## src/rtl/nsts_ram.sv

```systemverilog
// ----------------------------------------------------------------------------
// nsts_ram
// Generic single-write, single-read RAM with a registered read port.
// ----------------------------------------------------------------------------
`default_nettype none

module nsts_ram #(
  parameter  int unsigned WIDTH = 8,
  parameter  int unsigned DEPTH = 64,
  localparam int unsigned AW    = $clog2(DEPTH)
) (
  input  logic             clk_i,
  input  logic             we_i,
  input  logic [AW-1:0]    waddr_i,
  input  logic [WIDTH-1:0] wdata_i,
  input  logic             re_i,
  input  logic [AW-1:0]    raddr_i,
  output logic [WIDTH-1:0] rdata_o
);

  logic [WIDTH-1:0] mem [DEPTH];

  // Write port.
  always_ff @(posedge clk_i) begin
    if (we_i) begin
      mem[waddr_i] <= wdata_i;
    end
  end

  // Registered read; the data holds until the next read.
  always_ff @(posedge clk_i) begin
    if (re_i) begin
      rdata_o <= mem[raddr_i];
    end
  end

endmodule

`default_nettype wire

```

## config.mk

```make
export PLATFORM = sky130hd
export DESIGN_NAME = nsts_ram
export DESIGN_NICKNAME = d
export VERILOG_FILES = /design/src/rtl/nsts_ram.sv
export SDC_FILE = /design/constraint.sdc
export NUM_CORES = 1
export LEC_CHECK = 0
export ABC_CLOCK_PERIOD_IN_PS = 3300
export BUFFER_PORTS_ARGS = -buffer_cell sky130_fd_sc_hd__buf_4
export CORE_MARGIN = 2
export CORE_UTILIZATION = 35
export CTS_CLUSTER_SIZE = 14
export DETAILED_ROUTE_END_ITERATION = 10
export GPL_TIMING_DRIVEN = 0
export RECOVER_POWER = 100
export SETUP_SLACK_MARGIN = 0.1
export SLEW_MARGIN = 25
export SYNTH_ARGS = -nofsm -noshare
export SYNTH_HDL_FRONTEND = slang
export SYNTH_SLANG_ARGS = --single-unit
```

## constraint.sdc

```tcl
create_clock -name clk_i -period 3.3 [get_ports clk_i]
set_input_delay 0.66 -clock clk_i [delete_from_list [all_inputs] [get_ports clk_i]]
set_output_delay 0.66 -clock clk_i [all_outputs]
set_load 0.01 [all_outputs]
```

## Word-level counts from Yosys, hierarchy flattened

Memory sizes are Yosys's and may differ from the RTL's. A register that Yosys moved wholly into a read port is not among the register bits.
Index checks and enable logic that the tools add are counted.

- Flip-flop bits (word level): 0
- RAM bits: 512
- Memories: 1

- Mux-type cells: 2

Memory list:

| name | words | bits a word | rd ports | clocked after memory_dff | write ports | RTL line | source |
|---|---|---|---|---|---|---|---|
| mem | 64 | 8 | 1 | 1 | 1 | 21 | `logic [WIDTH-1:0] mem [DEPTH];` |

Operators with widths:

| cell | count |
|---|---|
| two-way mux 1 bit | 2 |

## Logic depth before layout (Yosys ltp)

- Depth after elaboration: 2
- Mapped depth: 9
- Depth with buffers taken out: 5

## Worst setup path before layout

No wires, ideal clock.

- Path type: input -> register
- Start point: input port raddr_i[1]
- End point: register rdata_o[3], read port of mem, data pin
- Arrival: 2.200 ns
- Required time: 3.034 ns
- Setup slack: 0.834 ns
- Cell stages on the path: 7
- Buffers on the path: 3
- Path through: buf_4 buf_2 buf_2 mux4_2 mux4_2 o21ai_1 o41ai_1

RTL lines:

| element | RTL line | source |
|---|---|---|
| start: declaration | 17 | `input logic [AW-1:0] raddr_i,` |
| end: declaration | 18 | `output logic [WIDTH-1:0] rdata_o` |

==> metrics <==
Mean Syn Cell Area 21.5 um^2; Final Hold Fails 0; Adder-Cell Fraction of Synth Area 0; Synth Area in XOR/XNOR 0; clock edge transition at the registers on the reported setup and hold paths 0.06 ns; worst clock skew 0.0221 ns; max frequency 322 MHz; setup TNS 0 ns; worst skew pair latency 0.60 ns; CP delay by family, top buffers and inverters; maximum vdd drop 348 uV; Yosys Warn Count 0; clock buffer depth 3; mapped cell area 20,200 um^2; CTS Hold Bufs 0; cell taking the most area after synthesis edfxtp_1; RSZ-0062 raised after global routing false; die area around 60,000 um^2; Final period util 0.941; DR iter-0 viols 1,280; worst slew pin tran 2.91 ns; largest net degree at the start of global routing 65; antenna violations before repair 4; Post-Syn Instances 940; Post-CTS Resized 0; status complete, but fails checks; fin worst setup slack 0.196 ns; critical path capture point type flop; CTS tree yes; failing checks max-capacitance violations, max-slew violations; Relative slew margins -0.940; Hold Startpoint re_i; Final Cell Area 23,000 um^2; port buffer count 22; Synth Register Bits 520; critical path startpoint category input port; crit path time final 3.10 ns; Nets 1,038; Setup Viol. Count Final 0; global-route wire length before repair 69.5 mm; max_cap viols 5; Final ANT Viol Nets 0; htree depth 2; clock root cell clkbuf_16; Tot GR Track Use 0.163; CP bufs+invs 4; Min Hold Slack 0.474 ns; worst slack, placed -0.463 ns; largest family of logic cells by synthesized area multiplexers; Max FO, Critical Path 10; crit path kind input port to flop; Sink Count 520; layout cells sized above 1 0.237; via count just under 10,000; crit path from raddr_i[2]; storage element area 15,600 um^2; worst path cell trace buf_2, buf_4, clkbuf_1, clkbuf_2, o221ai_1, o21a_1, o41ai_1; R2R Path Start mem[29][4]; leak pwr 0.00699 uW; critical path's slowest cell clkbuf_1; area grow syn2layout 13.4%; Hold Crit Class input port to flop; Multi-input gate area 4320 um^2; Initial Util 0.352; die height 245 um; cell row count 88; DP Area 21,400 um^2; # Post-CTS Setup Buffers 0; multiplexer share of the synthesized area 0.159; placed cell count ~1,700; Routed WL per cell 26.6 um; Pre-antenna DRT Iters 5; io pins 31; total gr overflow 0; Die Wd around 240 um; Seq/Total Area, Yosys 0.771; synth top area cells edfxtp_1 77%, mux4_2 14%, nor2_1 1.5%, mux2i_1 1.1%, mux2_2 0.72%; CP max stage delay 0.63 ns; post-synthesis simple-gate area fraction 0.0337; RePlAce Congestion 0.907; Crit path required time 3.58 ns; compound-gate portion of the synthesized area 0.0206; post-detailed-route DRC marker count 0; final wirelength 48.5 mm; hpwl dp 30.7 mm; Fill cells 5,155; CTS buffer count 51; Power Density between 600 and 700 nW/um^2; syn_nets 963; via/cell ratio 5.38; vias in the first global route 9,754; CP arrival 3.38 ns; Core Area 57,500 um^2; Max Transition Viols Final 325; Synth cell types 39; non-filler instance count after layout 1,824; area share of the largest cell type after synthesis 0.771
## final cells by class
class,count,share of cell area
clock inverters,32,0.0119
well taps,765,0.0417
repair buffers,22,0.00441
clock buffers,63,0.0594
plain buffers,51,0.0139
multi-input cells,369,0.188
flip-flops and latches,520,0.680
diodes,2,0.000218
## metal layers
layer	up-vias	part of all wire	track usage
met2	422	0.46	0.251
met5	-	0.00052	0
met4	4	0.033	0.0629
met3	97	0.082	0.0322
met1	5198	0.42	0.230
li1	4096	-	-
## worst paths after layout
kind | endpoint | slack (ns) | depth (start not counted)
setup reg to reg | rdata_o[4] | 1.00 | 5
hold / removal | rdata_o[2] | 0.47 | 1
setup / recovery | rdata_o[5] | 0.20 | 7
hold reg to reg | rdata_o[7] | 1.11 | 4
## stage by stage
stage                     utilization  power, uW
after floorplan                     -       7870
after global placement          0.372       8200
after detailed placement        0.372       8210
after CTS                       0.400      13900
after global routing            0.399      14200
final                           0.399      13800
## cells by family (layout without fill, tap and decap cells)
| kind of cell | count (synthesis) | after routing |
|---|---|---|
| DFF | 520 | 520 |
| buffers and inverters | 51 | 168 |
| muxes | 162 | 162 |
| other | 0 | 2 |
| and+or+nand+nor | 153 | 153 |
| AOI/OAI and AO/OA | 54 | 54 |
## sequential cells by signal, indices dropped and copies added (netlist names)
register / count
mem: 512
rdata_o: 8
## synth_stat cells (all sizes together)
master and count:
a211oi 4, and2 1, o2bb2ai 3, nand4b 1
o221ai 8, o21ai 4, nor2b 14, mux2i 23
o311ai 1, nand3b 3, a21oi 3, nor4 2
nor3 7, clkbuf 17, a31oi 1, a221oi 6
buf 34, nor2 83, mux2 13, a2111oi 2
mux4 126, edfxtp 520, o22ai 8, nand2b 7
o41ai 2, nand2 19, nand4 2, or3 1
a22oi 3, o2111ai 3, o21a 2, o32ai 2
o221a 2, nand3 13
## layout by cell type (no fill, tap or decap), drive strengths merged, types with 4 or more instances in the layout
cell and instances:
o21ai 4, nor2 83, nor2b 14, bufinv 5, mux2 13, clkbuf 104
mux4 126, nand2 19, nor3 7, nand3 13, o221ai 8, o22ai 8
clkinv 25, buf 32, nand2b 7, a221oi 6, edfxtp 520, a211oi 4
mux2i 23
## worst reg2reg max path: stages (launching register included)
cell	delay [ns]
edfxtp_1	0.36
mux4_2	0.46
mux2_2	0.30
o221a_2	0.29
nor3_1	0.35
o32ai_1	0.24
## where the power goes
| group | internal, uW | switching (uW) | leakage, uW | total [uW] |
|---|---|---|---|---|
| Combinational | 253 | 474 | 0.00151 | 727 |
| Sequential | 7340 | 10.9 | 0.00469 | 7350 |
| Clock | 3310 | 2410 | 0.000801 | 5730 |
| Total | 10900 | 2900 | 0.00699 | 13800 |
Power figures use the tool's default switching activity.
