[config.mk]
export PLATFORM = sky130hd
export DESIGN_NAME = nsts_div
export DESIGN_NICKNAME = d
export VERILOG_FILES = /design/src/rtl/nsts_pkg.sv /design/src/rtl/nsts_div.sv
export SDC_FILE = /design/constraint.sdc
export NUM_CORES = 1
export LEC_CHECK = 0
export BUFFER_PORTS_ARGS = -buffer_cell sky130_fd_sc_hd__buf_2
export CAP_MARGIN = 20
export CORE_MARGIN = 2
export CORE_UTILIZATION = 55
export CTS_CLUSTER_DIAMETER = 200
export DETAILED_ROUTE_END_ITERATION = 6
export GPL_TIMING_DRIVEN = 0
export PLACE_DENSITY = 0.8
export SETUP_SLACK_MARGIN = 0.02
export SYNTH_ARGS = -nofsm -noshare
export SYNTH_HDL_FRONTEND = slang
export SYNTH_SLANG_ARGS = --single-unit
export TNS_END_PERCENT = 30
[constraint.sdc]
create_clock -name clk_i -period 3.2 [get_ports clk_i]
set_input_delay 0.16 -clock clk_i [delete_from_list [all_inputs] [get_ports clk_i]]
set_output_delay 0.16 -clock clk_i [all_outputs]
set_load 0.01 [all_outputs]
[src/rtl/nsts_pkg.sv]
// ----------------------------------------------------------------------------
// nsts_pkg
// Shared types, constants and the quarter-wave sine table of the note
// sequence tone synthesizer.
// ----------------------------------------------------------------------------
`default_nettype none

package nsts_pkg;

  // Table sizes.
  localparam int unsigned MAX_NOTES    = 64;
  localparam int unsigned MAX_TONES    = 4;
  localparam int unsigned SINE_ENTRIES = 1024;

  // Field widths of the item channels.
  localparam int unsigned SLOT_W     = 6;
  localparam int unsigned DUR_W      = 24;
  localparam int unsigned TCNT_W     = 3;
  localparam int unsigned INC_W      = 32;
  localparam int unsigned SAMPLE_W   = 15;
  localparam int unsigned NOTE_OUT_W = 6;

  // Configuration port.
  localparam int unsigned CFG_IDX_W  = 1;
  localparam int unsigned CFG_DATA_W = 16;
  localparam int unsigned NCOUNT_W   = 7;
  localparam int unsigned RAMP_W     = 16;
  localparam logic [NCOUNT_W-1:0] NCOUNT_RESET = 7'd1;
  localparam logic [RAMP_W-1:0]   RAMP_RESET   = 16'd2400;

  typedef enum logic [CFG_IDX_W-1:0] {
    CFG_NOTE_COUNT = 1'b0,
    CFG_RAMP       = 1'b1
  } cfg_reg_e;

  // Derived widths.
  localparam int unsigned NOTE_BITS = $clog2(MAX_NOTES);
  localparam int unsigned TIDX_W    = $clog2(MAX_TONES);
  localparam int unsigned LEFT_W    = DUR_W + 1;
  localparam int unsigned SINE_BITS = $clog2(SINE_ENTRIES);
  localparam int unsigned QTR_BITS  = SINE_BITS - 2;
  localparam int unsigned QTR_ENTRIES = SINE_ENTRIES / 4;
  localparam int unsigned SUM_W     = SAMPLE_W + TIDX_W;
  localparam int unsigned MAG_W     = SUM_W - 1;
  localparam int unsigned SINE_MAG_W = 14;
  localparam int unsigned AVG_W     = SINE_MAG_W;
  localparam int unsigned DVD_W     = AVG_W + RAMP_W;
  localparam int unsigned QUOT_W    = AVG_W;

  // Average of three tones: multiply by ceil(2^17 / 3), keep the top bits.
  localparam int unsigned     RECIP3_SHIFT = 17;
  localparam logic [INC_W-1:0] RECIP3      = 32'd43691;

  // One note table entry.
  typedef struct packed {
    logic [MAX_TONES-1:0][INC_W-1:0] inc;
    logic [TCNT_W-1:0]               tone_count;
    logic [DUR_W-1:0]                duration;
  } note_entry_t;

  localparam int unsigned ENTRY_W = $bits(note_entry_t);

  // Sine generation in Q30 fixed point, evaluated at elaboration only.
  localparam logic [63:0] AMPLITUDE  = 64'd16000;
  localparam logic [63:0] Q30_ONE    = 64'd1 << 30;
  localparam logic [63:0] TWO_PI_Q30 = 64'd6746518852;
  localparam logic [7:0]  SINE_DENS [6] = '{8'd156, 8'd110, 8'd72, 8'd42, 8'd20, 8'd6};

  typedef logic [QTR_ENTRIES-1:0][SINE_MAG_W-1:0] sine_rom_t;

  // Magnitude of the sine for a quarter-wave position q in 0..QTR_ENTRIES.
  function automatic logic [SINE_MAG_W-1:0] sine_mag(input int unsigned q);
    logic [63:0] g;
    logic [63:0] x;
    logic [63:0] x2;
    logic [63:0] term;
    logic [63:0] s;
    logic [63:0] v;
    g  = 64'(q) << (32 - SINE_BITS);
    x  = (g * TWO_PI_Q30) >> 32;
    x2 = (x * x) >> 30;
    term = Q30_ONE;
    for (int k = 0; k < 6; k++) begin
      term = Q30_ONE - (((x2 * term) >> 30) / 64'(SINE_DENS[k]));
    end
    s = (x * term) >> 30;
    v = (s * AMPLITUDE + (64'd1 << 20)) >> 30;
    if (v > AMPLITUDE) begin
      v = AMPLITUDE;
    end
    return SINE_MAG_W'(v);
  endfunction

  function automatic sine_rom_t sine_rom_build();
    sine_rom_t rom;
    for (int q = 0; q < QTR_ENTRIES; q++) begin
      rom[q] = sine_mag(q);
    end
    return rom;
  endfunction

  localparam sine_rom_t               SINE_ROM  = sine_rom_build();
  localparam logic [SINE_MAG_W-1:0]   SINE_PEAK = sine_mag(QTR_ENTRIES);

  // Tick sequencer states.
  typedef enum logic [3:0] {
    S_IDLE,
    S_ENTRY,
    S_NUM,
    S_MUL,
    S_LOOK,
    S_AVG,
    S_SCALE,
    S_DIV,
    S_DONE
  } state_e;

endpackage

`default_nettype wire

[src/rtl/nsts_div.sv]
// ----------------------------------------------------------------------------
// nsts_div
// Restoring divider, one quotient bit per cycle, for the envelope scaling.
// ----------------------------------------------------------------------------
`default_nettype none

module nsts_div (
  input  logic                         clk_i,
  input  logic                         rst_ni,
  input  logic                         start_i,
  input  logic [nsts_pkg::DVD_W-1:0]   dividend_i,
  input  logic [nsts_pkg::RAMP_W-1:0]  divisor_i,
  output logic                         done_o,
  output logic [nsts_pkg::QUOT_W-1:0]  quot_o
);

  import nsts_pkg::*;

  localparam int unsigned CNT_W = $clog2(QUOT_W);

  logic              busy_q, busy_d;
  logic              done_q, done_d;
  logic [CNT_W-1:0]  cnt_q, cnt_d;
  logic [RAMP_W-1:0] rem_q, rem_d;
  logic [QUOT_W-1:0] qd_q, qd_d;
  logic [RAMP_W-1:0] dvs_q, dvs_d;
  logic [RAMP_W:0]   partial;
  logic [RAMP_W:0]   trial;
  logic              fits;

  // The quotient is known to stay below 2^QUOT_W, so the upper dividend
  // bits start below the divisor and only QUOT_W steps are needed.
  assign partial = {rem_q, qd_q[QUOT_W-1]};
  assign trial   = partial - {1'b0, dvs_q};
  assign fits    = partial >= {1'b0, dvs_q};

  always_comb begin
    busy_d = busy_q;
    done_d = 1'b0;
    cnt_d  = cnt_q;
    rem_d  = rem_q;
    qd_d   = qd_q;
    dvs_d  = dvs_q;
    if (start_i) begin
      busy_d = 1'b1;
      cnt_d  = '0;
      rem_d  = dividend_i[DVD_W-1:QUOT_W];
      qd_d   = dividend_i[QUOT_W-1:0];
      dvs_d  = divisor_i;
    end else if (busy_q) begin
      rem_d = fits ? trial[RAMP_W-1:0] : partial[RAMP_W-1:0];
      qd_d  = {qd_q[QUOT_W-2:0], fits};
      cnt_d = cnt_q + 1'b1;
      if (cnt_q == CNT_W'(QUOT_W - 1)) begin
        busy_d = 1'b0;
        done_d = 1'b1;
      end
    end
  end

  always_ff @(posedge clk_i or negedge rst_ni) begin
    if (!rst_ni) begin
      busy_q <= 1'b0;
      done_q <= 1'b0;
      cnt_q  <= '0;
    end else begin
      busy_q <= busy_d;
      done_q <= done_d;
      cnt_q  <= cnt_d;
    end
  end

  always_ff @(posedge clk_i) begin
    rem_q <= rem_d;
    qd_q  <= qd_d;
    dvs_q <= dvs_d;
  end

  assign done_o = done_q;
  assign quot_o = qd_q;

endmodule

`default_nettype wire

# --- Yosys cells after proc, flatten, opt, wreduce, memory -nomap -nowiden ---
# Index checks and enable logic that the tools add are counted.
# W data, S select, Z words.
classes:
  add_sub_neg: 2
  magnitude_cmp: 1
  eq_ne: 1
  n_mux: 13
  reduce_logical: 1
op_table:
  columns: ["op", "count"]
  rows:
  - ["$mux W16", 3]
  - ["$mux W14", 2]
  - ["$ge A17 B16 Y1", 1]
  - ["$sub A16 B16 Y16", 1]
  - ["$mux W4", 2]
  - ["$mux W1", 6]
  - ["$add A4 B1 Y4 const B", 1]
  - ["$eq A4 B4 Y1 const B", 1]
  - ["$reduce_bool A2 Y1", 1]
word_totals:
  regBits: 52
  input_bits: 49
  output_inout_bits: 15

# --- Logic depth before layout (Yosys ltp) ---
logic_depth:
  word_depth: 4
  mapped_depth: 11
  ltp_nobuf: 11

# --- Worst setup path after synthesis ---
# Ideal clock, no wire load.
synth_path:
  path_type: "reg2reg"
  from: "register qd_q[13], in the netlist quot_o[13]"
  to: "register rem_q[10], data pin"
  setup_ns: 0.260
  t_arrival_ns: 2.436
  required_time_ns: 2.940
  setup_slack_ns: 0.504
  path_stages_with_launch: 12
  synth_period_minus_slack_ns: 2.696
  path_cell_list: "edfxtp_1 > inv_1 > ha_1 > inv_1 > fa_1 > a21o_1 > a221oi_2 > a21oi_1 > a21oi_1 > xnor2_1 > mux2_4 > mux2_2"
synth_between:
  elab_chain_cells: 4
synth_lines:
  columns: ["element", "line_no", "rtl"]
  rows:
  - ["start: declaration", "nsts_div.sv:25", "logic [QUOT_W-1:0] qd_q, qd_d;"]
  - ["start signal: assignment", "nsts_div.sv:75", "qd_q <= qd_d;"]
  - ["$sub A16 B16 Y16 or $ge A17 B16 Y1 (tied branches)", "nsts_div.sv:34, nsts_div.sv:35", null]
  - ["$mux W16 *", "nsts_div.sv:51", "rem_d = fits ? trial[RAMP_W-1:0] : partial[RAMP_W-1:0];"]
  - ["$mux W16 *", "nsts_div.sv:50", "end else if (busy_q) begin"]
  - ["$mux W16 *", "nsts_div.sv:44", "if (start_i) begin"]
  - ["named net rem_d[10]", "nsts_div.sv:24", "logic [RAMP_W-1:0] rem_q, rem_d;"]
  - ["end signal: assignment", "nsts_div.sv:74", "rem_q <= rem_d;"]
  - ["end: declaration", "nsts_div.sv:24", null]
# Mark *: on every way through the listed nets, which the timed path passes. The rest lies on a longest branch. The select of a mux whose other input is x is not followed.
# A chain may end at the register's enable or synchronous reset.

# --- Final worst setup path ---
# Same ends and word-level chain as after synthesis.

==> results.toml <==
[worst_setup_path]
timing.rr.end = "rem_q[10]"
rr_worst_depth = 11
critPathCaptureType = "flop"
worstPathRequired_ns = 3.26
reg2reg_setup_slack_ns = 0.33
crit_type = "flop to flop"
arrival_ns = 2.93
crit_fanout = 4
regToRegStartpoint = "quot_o[13]"
start_kind = "flop"

[finish]
fill_cells = 415
syn_to_final_growth_pct = 16.9
nNetsFinal = 383
n_antenna_cell = 0
drive_gt1_share_pct = 34.2

[worst_hold_path]
hp-start = "divisor_i[15]"
hp-class = "input pin to flop"
hold_end = "dvs_q[15]"
min_path_cells = 1

[logic_synthesis]
ys_types = 41
ys_seq_area_share_pct = 51.5
async_reset_ff_share_pct = 11.5
yosys-top-cells-count = "edfxtp_1, mux2_2, inv_1"
ys_warn_count = 0
yosysMostFrequentCell = "edfxtp_1"
syn_area_mm2 = 0.00297
avgSynthCellArea_um2 = 12.2
synth_top_area_cell = "edfxtp_1"
yosys_most_used_dff = "edfxtp_1"
synth-edff-count = 46
synthTopCellsByArea = "edfxtp_1, mux2_2, ha_1"
synthCells = 244
ys_seq_elements = 52
synth_nets = 312
yosys.area.top_type_share_pct = 46.5

[timing]
hold_violations = 0
drv_slew = 0
hold_slack_ns = 0.0208
fin_crit_ns = 2.87
slew_headroom_pct = 49.0
finalSetupTns_ns = 0
rsz0062_at_grt = "false"
fmax_ghz = 0.348
tightest_slew_ns = 0.766
clock_skew_ns = 0.00951
fin_crit_sh_pct = 89.8
setup_viol_count_final = 0

[routing]
drc = 0
num_vias = 2039
wl_per_cell_um = 14.9
drt_first_pass_iters = 4
wirelength_mm = 5.76
viasPerCell = 5.28
drtIter0Drc = 82
ant_nets = 0

[flow_run]
max_cap_viol_count = 0

[floorplan]
rows = 26
die_h_um = 77.5
die_w_um = 77.5
io_pins = 64
die_area_mm2 = 0.00601
core_area_mm2 = 0.00517
start_util_pct = 57.5

[pwr]
leakage_uw = 0.00153
vdd_drop_max_v = 0.000400
power.density_mw_per_mm2 = 804

[clock_tree]
cts_max_path_buffers = 2
h-tree-depth = 2
cts_tree = "done"
clock_latency_ns = 0.31
cts_made_buffers = 5
cts.sinks = 52
cts_setup_buffers = 0
clockRootBuffer = "clkbuf_8"
path_clk_slew_ns = 0.10

[placement]
io_buffers = 63
gp_congestion = 0.844
dp_hpwl_mm = 4.20

[global_route]
grt-ovfl-total = 0
grt_pass1_vias = 2143
grt_max_degree = 31
grt_pass1_wl_mm = 9.66
grt_usage_pct = 20.3
antenna_found_initial = 0

[outcome]
status = "finished clean"
[final cells by class]
| type | instances | area, µm² | share of cell area [%] |
|---|---|---|---|
| Sequential cell | 52 | 1530 | 44.1 |
| Multi-Input combinational cell | 165 | 1330 | 38.3 |
| Timing Repair Buffer | 64 | 325 | 9.37 |
| Tap cell | 70 | 87.6 | 2.52 |
| Inverter | 20 | 75.1 | 2.16 |
| Clock buffer | 6 | 72.6 | 2.09 |
| Buffer | 7 | 33.8 | 0.973 |
| Clock inverter | 2 | 16.3 | 0.468 |
[worst max-delay path by stage]
stage,end,slack [ns],cells past startpoint,from
3_5_place_dp,rem_q[10],0.38,11,quot_o[13]
6_report,rem_q[10],0.33,11,quot_o[13]
5_1_grt,rem_q[10],0.11,11,quot_o[13]
4_1_cts,rem_q[10],0.33,11,quot_o[13]
3_3_place_gp,rem_q[10],0.41,11,quot_o[13]
2_1_floorplan,rem_q[10],0.50,11,quot_o[13]
[cell families (layout without fill, tap and decap cells)]
logic type	Yosys count	in the layout	share of synthesized area, %
adders and majority gates	19	19	8.25
DFF	52	52	51.5
muxes	35	35	13.5
xor gates and xnor gates	15	15	4.42
buffers and inverters	27	99	3.66
and+or+nand+nor	51	51	8.46
AOI/OAI and AO/OA	45	45	10.2
[metrics by stage]
stage,worst slack (ns),std cells,util (%),total power (µW),cell area [µm²]
3_3_place_gp,0.410,377,65.2,2370,3370
6_report,0.327,386,67.2,2790,3470
3_5_place_dp,0.378,377,65.2,2420,3370
5_1_grt,0.109,386,67.2,3010,3470
2_1_floorplan,0.504,244,-,2130,2970
4_1_cts,0.333,386,67.2,2800,3470
[what timing repair did]
| action | CTS | global route |
|---|---|---|
| gates resized for setup | 0 | 0 |
| endpoints found under the hold margin | 6 | 0 |
| hold buffers | 1 | 0 |
| endpoints found under the setup margin | 0 | 0 |
[sequential cells by signal (all words and copies together), names as in the netlist]
name and cells:
busy_q 1, cnt_q 4, done_o 1, dvs_q 16
quot_o 14, rem_q 16
[layout by cell type, fill, tap and decap left out, types with 7 or more instances in the layout]
| cell | Yosys | layout |
|---|---|---|
| buf_2 | 0 | 63 |
| edfxtp_1 | 46 | 46 |
| mux2_2 | 28 | 28 |
| inv_1 | 20 | 20 |
| ha_1 | 18 | 18 |
| nand2_1 | 17 | 17 |
| a21oi_1 | 16 | 16 |
| o21ai_0 | 8 | 8 |
| nor2_1 | 8 | 8 |
| xnor2_1 | 8 | 8 |
| clkbuf_1 | 6 | 7 |
| xor2_1 | 7 | 7 |
[worst max-delay path, cell delays in order (launching register included)]
cell	delay (ns)
edfxtp_1	0.40
inv_1	0.09
ha_1	0.16
inv_1	0.05
fa_1	0.39
a21o_1	0.22
a221oi_2	0.39
a21oi_1	0.14
a21oi_1	0.20
xnor2_1	0.08
mux2_4	0.26
mux2_2	0.26
[layer usage]
layer | wire length [µm] | global-route usage [%] | vias to the layer above
li1 | - | - | 1031
met1 | 2650 | 26.4 | 948
met2 | 2770 | 34.2 | 51
met3 | 249 | 4.30 | 9
met4 | 80 | 6.43 | 0
met5 | 0 | 0 | -
[power by group]
group          internal, µW  switching, µW
sequential              934           83.0
clock                   156            216
combinational           715            690
total                  1810            989
Power figures use the tool's default switching activity.
